==> config.mk <==
export PLATFORM = sky130hd
export DESIGN_NAME = ptm_cell
export DESIGN_NICKNAME = d
export VERILOG_FILES = /design/src/rtl/core/ptm_pkg.sv /design/src/rtl/core/ptm_cell.sv
export SDC_FILE = /design/constraint.sdc
export NUM_CORES = 1
export LEC_CHECK = 0
export ABC_AREA = 0
export BUFFER_PORTS_ARGS = -buffer_cell sky130_fd_sc_hd__clkbuf_2
export CORE_AREA = 10 10 145 147
export CTS_BUF_LIST = sky130_fd_sc_hd__clkbuf_8
export DETAILED_ROUTE_END_ITERATION = 8
export DIE_AREA = 0 0 155 157
export GPL_ROUTABILITY_DRIVEN = 0
export PLACE_DENSITY = 0.74
export SETUP_SLACK_MARGIN = 0.02
export SYNTH_ARGS = -nofsm -noshare
export SYNTH_HDL_FRONTEND = slang
export SYNTH_SLANG_ARGS = --single-unit
==> constraint.sdc <==
create_clock -name clk -period 5.2 [get_ports clk]
set_input_delay 0.52 -clock clk [delete_from_list [all_inputs] [get_ports clk]]
set_output_delay 0.52 -clock clk [all_outputs]
set_load 0.05 [all_outputs]
==> src/rtl/core/ptm_pkg.sv <==
// ----------------------------------------------------------------------------
// ptm_pkg: shared types and constants of the PTP timestamp match table
// Entry layout, broadcast control to the cells, codes and reset values.
// ----------------------------------------------------------------------------
package ptm_pkg;

	localparam int TABLE_DEPTH_DEF = 64;

	localparam logic [6:0] MAX_ENTRIES_RST    = 7'd60;
	localparam logic [6:0] WARN_THRESHOLD_RST = 7'd50;
	localparam logic [7:0] AGE_TIMEOUT_RST    = 8'd1;

	typedef enum logic [1:0] {
		ACT_PUSH_MSG = 2'd0,
		ACT_PUSH_TS  = 2'd1,
		ACT_POP      = 2'd2,
		ACT_TICK     = 2'd3
	} action_t;

	typedef enum logic [1:0] {
		STS_OK        = 2'd0,
		STS_NO_SPACE  = 2'd1,
		STS_NOT_FOUND = 2'd2
	} status_t;

	typedef enum logic [1:0] {
		REG_MAX_ENTRIES    = 2'd0,
		REG_WARN_THRESHOLD = 2'd1,
		REG_AGE_TIMEOUT    = 2'd2
	} reg_index_t;

	typedef enum logic [1:0] {
		FSM_IDLE  = 2'd0,
		FSM_MATCH = 2'd1,
		FSM_APPLY = 2'd2,
		FSM_DONE  = 2'd3
	} fsm_t;

	// What every cell does in a cycle
	typedef enum logic [2:0] {
		PH_NONE  = 3'd0,
		PH_AGE   = 3'd1,
		PH_LOAD  = 3'd2,
		PH_STAMP = 3'd3,
		PH_SHIFT = 3'd4
	} phase_t;

	// Which compare drives a cell's hit output
	typedef enum logic [1:0] {
		CMP_KEY = 2'd0,
		CMP_REF = 2'd1,
		CMP_AGE = 2'd2
	} cmp_t;

	typedef struct packed {
		logic        used;
		logic [40:0] key;   // is_ingress, msg_type, ptp_port, sequence_id
		logic [15:0] ref_num;
		logic        bound;
		logic [31:0] sec;
		logic [29:0] nsec;
		logic [7:0]  age;
	} entry_t;

	typedef struct packed {
		phase_t      phase;
		cmp_t        cmp;
		logic [40:0] key;
		logic [15:0] ref_num;
		logic [31:0] sec;
		logic [29:0] nsec;
		logic [7:0]  age;
	} bcast_t;

endpackage

==> src/rtl/core/ptm_cell.sv <==
// ----------------------------------------------------------------------------
// ptm_cell: one table slot
// Holds one pending message, compares it against the broadcast command and
// takes its younger neighbor's contents when the table closes a gap.
// ----------------------------------------------------------------------------
module ptm_cell (
	input  logic            clk,
	input  logic            arst_n,
	input  ptm_pkg::bcast_t bc,
	input  logic            sel,
	input  logic            shift,
	input  ptm_pkg::entry_t nbr,
	output ptm_pkg::entry_t entry,
	output logic            hit
);

	logic        used_q;
	logic [40:0] key_q;
	logic [15:0] ref_q;
	logic        bound_q;
	logic [31:0] sec_q;
	logic [29:0] nsec_q;
	logic [7:0]  age_q;

	assign entry = '{used: used_q, key: key_q, ref_num: ref_q, bound: bound_q,
		sec: sec_q, nsec: nsec_q, age: age_q};

	// Compare this slot against the command
	always_comb begin
		unique case (bc.cmp)
			ptm_pkg::CMP_KEY: hit = used_q && (key_q == bc.key);
			ptm_pkg::CMP_REF: hit = used_q && (ref_q == bc.ref_num);
			ptm_pkg::CMP_AGE: hit = used_q && (age_q == 8'd0);
			default:          hit = 1'b0;
		endcase
	end

	// Valid bit
	always_ff @(posedge clk or negedge arst_n) begin
		if (!arst_n) begin
			used_q <= 1'b0;
		end else if (bc.phase == ptm_pkg::PH_LOAD && sel) begin
			used_q <= 1'b1;
		end else if (bc.phase == ptm_pkg::PH_SHIFT && shift) begin
			used_q <= nbr.used;
		end
	end

	// Payload: load, bind stamp, age, or take the neighbor
	always_ff @(posedge clk) begin
		unique case (bc.phase)
			ptm_pkg::PH_LOAD: begin
				if (sel) begin
					key_q   <= bc.key;
					ref_q   <= bc.ref_num;
					bound_q <= 1'b0;
					age_q   <= bc.age;
				end
			end
			ptm_pkg::PH_STAMP: begin
				if (sel) begin
					bound_q <= 1'b1;
					sec_q   <= bc.sec;
					nsec_q  <= bc.nsec;
				end
			end
			ptm_pkg::PH_AGE: begin
				if (used_q && age_q != 8'd0) begin
					age_q <= age_q - 8'd1;
				end
			end
			ptm_pkg::PH_SHIFT: begin
				if (shift) begin
					key_q   <= nbr.key;
					ref_q   <= nbr.ref_num;
					bound_q <= nbr.bound;
					sec_q   <= nbr.sec;
					nsec_q  <= nbr.nsec;
					age_q   <= nbr.age;
				end
			end
			default: begin
			end
		endcase
	end

endmodule
==> results_dict.tcl, run 1 <==
set metrics [dict create \
    setup_viol 0 \
    rsz0062_at_grt "false" \
    clockBufferDepth 2 \
    diodes 0 \
    rr_endpoint "age_q[7]" \
    cap_violations 0 \
    hold_viol 0 \
    synth-seq-area-share_pct 61.0 \
    status "finished clean" \
    fin_crit_sh_pct 55.6 \
    nets 1075 \
    synth.largest_area_cell "edfxtp_1" \
    post_synth.cell_area_avg_um2 15.7 \
    htreeDepth 4 \
    grtUsageTotal_pct 17.0 \
    ir_drop_mv 0.159 \
    clock.fmax_ghz 0.346 \
    crit_type "reg2out" \
    final_common_cell "clkbuf_2" \
    synth_cells 405 \
    syn_nets 675 \
    fin_setup_tns_ns 0 \
    pin_count 395 \
    grt_pass1_vias 5496 \
    fillers 1662 \
    final_cell_mix "394 x clkbuf_2, 128 x edfxtp_1, 119 x mux2_2" \
    post_drt_wl_per_cell_um 20.9 \
    route.detailed.drc 0 \
    slew_headroom_pct 19.8 \
    antenna_found_initial 0 \
    fp.coreArea_mm2 0.0183 \
    r2r_cells 6 \
    worstPathArrival_ns 2.37 \
    initial_utilization_pct 34.6 \
    power_w 0.00278 \
    drv_slew 0 \
    crit_required_ns 4.68 \
    synth_cell_types 32 \
    clk_latency_ns 0.44 \
    cts_sinks 129 \
    startpoint_type "register" \
    numPortBuffers 394 \
    grt_pass1_wl_mm 31.6 \
    post_cts_resized 0 \
    synth_area_mm2 0.00634 \
    num_rows 50 \
    power_density_mw_per_mm2 309 \
    firstDrtPassIters 4 \
    r2r_slack_ns 2.78 \
    min_to "used_q" \
    dp_hpwl_mm 17.9 \
    p_leak_nw 3.87 \
    grt_max_degree 130 \
    timing.rr.start "age_q[0]" \
    worstHoldStart "nbr[128]" \
    fin_util_pct 49.2 \
    cts_tree "built" \
    cts-root-buf "clkbuf_8" \
    drive_gt1_share_pct 67.6 \
    crit_fanout 2 \
    skew_ns 0.00919 \
    hold_class "in2reg" \
    synth_seq_cells 129 \
    post_cts.repair.setup_buffers 0 \
    end_kind "output port" \
    die_w_um 155 \
    yosysTopAreaCellShare_pct 60.6 \
    path_clk_slew_ns 0.08 \
    wl_mm 21.9 \
    vias 4964 \
    syn_to_final_growth_pct 42.3 \
    postCtsHoldBufs 1 \
    die_h_um 157 \
    grt_overflow_total 0 \
    dieArea_mm2 0.0243 \
    numCtsBuffers 17 \
    worstHoldPathCells 3 \
    min_period_ns 2.89 \
    drt_iter0_drc 182 \
    worst_slew_pin_slew_ns 1.19 \
    drtAntennaViolNets 0 \
    synth_warnings 0 \
    vias_per_cell 4.72 \
    yosys-top-cells-area "edfxtp_1 61%, mux2_2 21%, xnor2_1 4.6%" \
]
-- area by class of cell --
class                           instances  area [um^2]  area share [%]
Sequential cell                       129         3870            42.9
Inverter                                6         22.5           0.250
Timing Repair Buffer                  398         2020            22.4
Tap cell                              234          293            3.25
Clock buffer                           17          234            2.59
Clock inverter                         15          198            2.19
Multi-Input combinational cell        253         2390            26.5
-- synthesized netlist by cell type, drive strengths merged --
cell and n:
a21oi 1, a221o 3, a22o 1, a22oi 5, a31oi 1, and4b 1, buf 17, dfrtp 1
edfxtp 128, ha 5, inv 6, mux2 119, mux2i 1, nand2 6, nand2b 4, nand3 3
nand4 9, nand4b 1, nor2 6, nor2b 1, nor3 2, nor3b 2, nor4 10, o21ai 9
o221ai 1, or3b 1, xnor2 33, xor2 28
-- critical path: stages (launching register included) --
cell and delay [ns]:
edfxtp_1 0.45, xor2_1 0.17, nor4_1 0.55, nand4_1 0.28, o221ai_1 0.15, clkbuf_2 0.33
-- worst max-delay path by stage --
stage | startpoint | endpoint | slack (ns)
final | ref_q[2] | hit | 2.31
after global routing | key_q[18] | hit | 2.10
after CTS | key_q[21] | hit | 2.24
after detailed placement | bc[127] | hit | 2.48
after global placement | bc[127] | hit | 2.58
after floorplan | bc[130] | nsec_q[0] | 1.16
-- power breakdown --
| part | internal, W | switching, W |
|---|---|---|
| Clock | 0.000491 | 0.000457 |
| Combinational | 0.000207 | 0.000372 |
| Sequential | 0.00122 | 0.0000349 |
-- metal layers --
metal,track usage (%),wire length (um),vias up
met5,0,0,-
li1,-,-,2362
met4,5.13,285,0
met2,30.3,11700,222
met3,7.10,1950,23
met1,17.9,8010,2357
-- cells by family (layout without fill, tap and decap cells) --
family	after synthesis	in the layout	share of synthesized area (%)
flip-flops	129	129	61.0
multiplexers	120	120	21.3
XOR/XNOR	61	61	8.43
AND/OR/NAND/NOR	46	46	4.26
buffers and inverters	23	436	1.78
AO/OA/AOI/OAI	21	21	2.23
adder cells (fa/ha/maj)	5	5	0.987
-- state kept, by name, indices dropped and copies added, names as in the netlist --
name and count:
bound_q 1, key_q 41, ref_q 16, used_q 1, sec_q 32, age_q 8
nsec_q 30
-- per-stage QoR --
stage / instances / cell area, um^2 / setup slack, ns / hold WS (ns)
after global placement: 1019 / 8580 / 2.58 / 0.302
final: 1052 / 9020 / 2.31 / 0.353
after global routing: 1052 / 9020 / 2.10 / 0.323
after floorplan: 405 / 6340 / 1.16 / 0.224
after detailed placement: 1019 / 8580 / 2.48 / 0.307
after CTS: 1052 / 9020 / 2.24 / 0.318
(Power assumes the default switching activity.)
==> inputs of run 2 (changes only) <==
- PLACE_DENSITY: 0.74 -> 0.76
- clock period: 5.2 -> 2.5 ns (I/O delays scaled with it)
==> run 2 against run 1 <==
Effect of this change: first-iteration DRC count is 4.4% higher; global-route usage is 0.25 points lower; count of clock-buffer cells in the layout stayed put; sequential power is 110% higher; design area is 0.82% higher; routed wire length is 1.7% lower; setup slack worse by 2.2 ns; critical path depth is 1 higher; cell count is 0.67% higher; clock power is 85% higher; register-to-register slack worse by 2.5 ns; critical endpoint unchanged; highest routed layer unchanged.
==> results_dict.tcl, run 2 (synthesis gave the netlist of run 1 again) <==
set metrics [dict create \
    hold-worst-slack_ns 0.0819 \
    fin_cells 1059 \
    startpoint_type "register" \
    num_rows 50 \
    crit_fanout 2 \
    grt_pass1_wl_mm 31.3 \
    grt_max_degree 76 \
    hold_class "in2reg" \
    worstHoldStart "nbr[128]" \
    grt_pass1_vias 5540 \
    vias 4972 \
    ir_drop_mv 0.281 \
    min_period_ns 2.37 \
    timing.final.ws_setup_ns 0.125 \
    syn_to_final_growth_pct 43.4 \
    die_h_um 157 \
    cts_tree "built" \
    fp.coreArea_mm2 0.0183 \
    wl_mm 21.6 \
    htreeDepth 4 \
    cts-root-buf "clkbuf_8" \
    path_cells "xnor2_2 -> nand4_1 -> nor4_2 -> nand4_1 -> o221ai_2 -> buf_8" \
    die_w_um 155 \
    cp-startpoint "key_q[34]" \
    final_cell_mix "393 x clkbuf_2, 128 x edfxtp_1, 119 x mux2_2" \
    nets 1082 \
    crit_type "reg2out" \
    fin_crit_sh_pct 95.0 \
    multi_input_area_mm2 0.00241 \
    setup_viol 0 \
    drtAntennaViolNets 0 \
    grt_overflow_total 0 \
    end_kind "output port" \
    antenna_found_initial 0 \
    reg_top3 "key_q: 41 flops, sec_q: 32 flops, nsec_q: 30 flops" \
    p_leak_nw 3.90 \
    largest-register "key_q" \
    post_drt_wl_per_cell_um 20.4 \
    fillers 1676 \
    grtUsageTotal_pct 16.8 \
    worstPathArrival_ns 2.12 \
    final_common_cell "clkbuf_2" \
    cts_sinks 129 \
    initial_utilization_pct 34.6 \
    rsz0062_at_grt "true" \
    timing.rr.start "age_q[0]" \
    cpPeakStageDelay_ns 0.43 \
    skew_ns 0.0138 \
    vias_per_cell 4.69 \
    status "finished clean" \
    path_clk_slew_ns 0.08 \
    r2r_slack_ns 0.31 \
    clk_latency_ns 0.44 \
    crit_top_cell "nand4_1" \
    slew_headroom_pct 30.9 \
    hold_viol 0 \
    regArea_mm2 0.00387 \
    cap_violations 0 \
    firstDrtPassIters 4 \
    drt_iter0_drc 190 \
    pin_count 395 \
    numCtsBuffers 17 \
    pre_cts_slack_ns 0.321 \
    crit_slowest_cell "edfxtp_1" \
    power_density_mw_per_mm2 614 \
    clock.fmax_ghz 0.421 \
    clockBufferDepth 2 \
    post-place-cells 1025 \
    largest_reg_flops 41 \
    worst_slew_pin_slew_ns 1.03 \
    route.detailed.drc 0 \
    dieArea_mm2 0.0243 \
    drive_gt1_share_pct 67.9 \
    diodes 0 \
    dp_hpwl_mm 17.9 \
    numPortBuffers 394 \
    crit_required_ns 2.25 \
    drv_slew 0 \
]
-- run 2: critical path: cells and delay by family, from the launching register on --
family / cells / cell delay [ns]
buffers and inverters: 1 / 0.18
xor gates and xnor gates: 1 / 0.17
and+or+nand+nor: 3 / 0.64
AOI/OAI and AO/OA: 1 / 0.25
DFF: 1 / 0.43
-- run 2: power by group --
group	total, W	internal, W	leakage, nW	switching, W
clock network	0.00175	0.000877	0.183	0.000871
registers	0.00261	0.00254	1.19	0.0000684
logic	0.00122	0.000443	2.53	0.000779
-- run 2: cell type report --
type | instances | area share, %
tap | 234 | 3.22
timing repair buffer | 405 | 23.3
sequential | 129 | 42.5
inverter | 6 | 0.248
clock buffer | 17 | 2.57
clock inverter | 15 | 1.58
multi-input combinational | 253 | 26.6
-- run 2: repair_timing --
action	CTS	global route
resized for setup	5	2
pin swaps	3	1
hold buffers	1	0
setup endpoints to repair	1	1
endpoints found under the hold margin	1	0
setup buffers	1	0
-- run 2: stage by stage --
step | area [um^2] | setup TNS [ns] | utilization (%) | power [W]
finish | 9090 | 0 | 49.6 | 0.00558
global route | 9090 | -0.000533 | 49.6 | 0.00581
CTS | 9080 | 0 | 49.6 | 0.00565
detailed placement | 8660 | 0 | 47.2 | 0.00389
global placement | 8660 | 0 | 47.2 | 0.00386
floorplan | 6360 | 0 | - | 0.00343
-- run 2: path summary, 6_finish.rpt --
kind,endpoint,cells past startpoint
max,hit,6
min,used_q,3
max reg2reg,age_q[6],6
min reg2reg,used_q,2
max in group asynchronous,used_q,2
min in group asynchronous,used_q,2
-- run 2: layer usage --
metal | track usage, % | share of wire [%]
met1 | 17.8 | 36
met2 | 29.3 | 53
met3 | 7.51 | 9.6
met4 | 4.90 | 1.5
met5 | 0 | 0
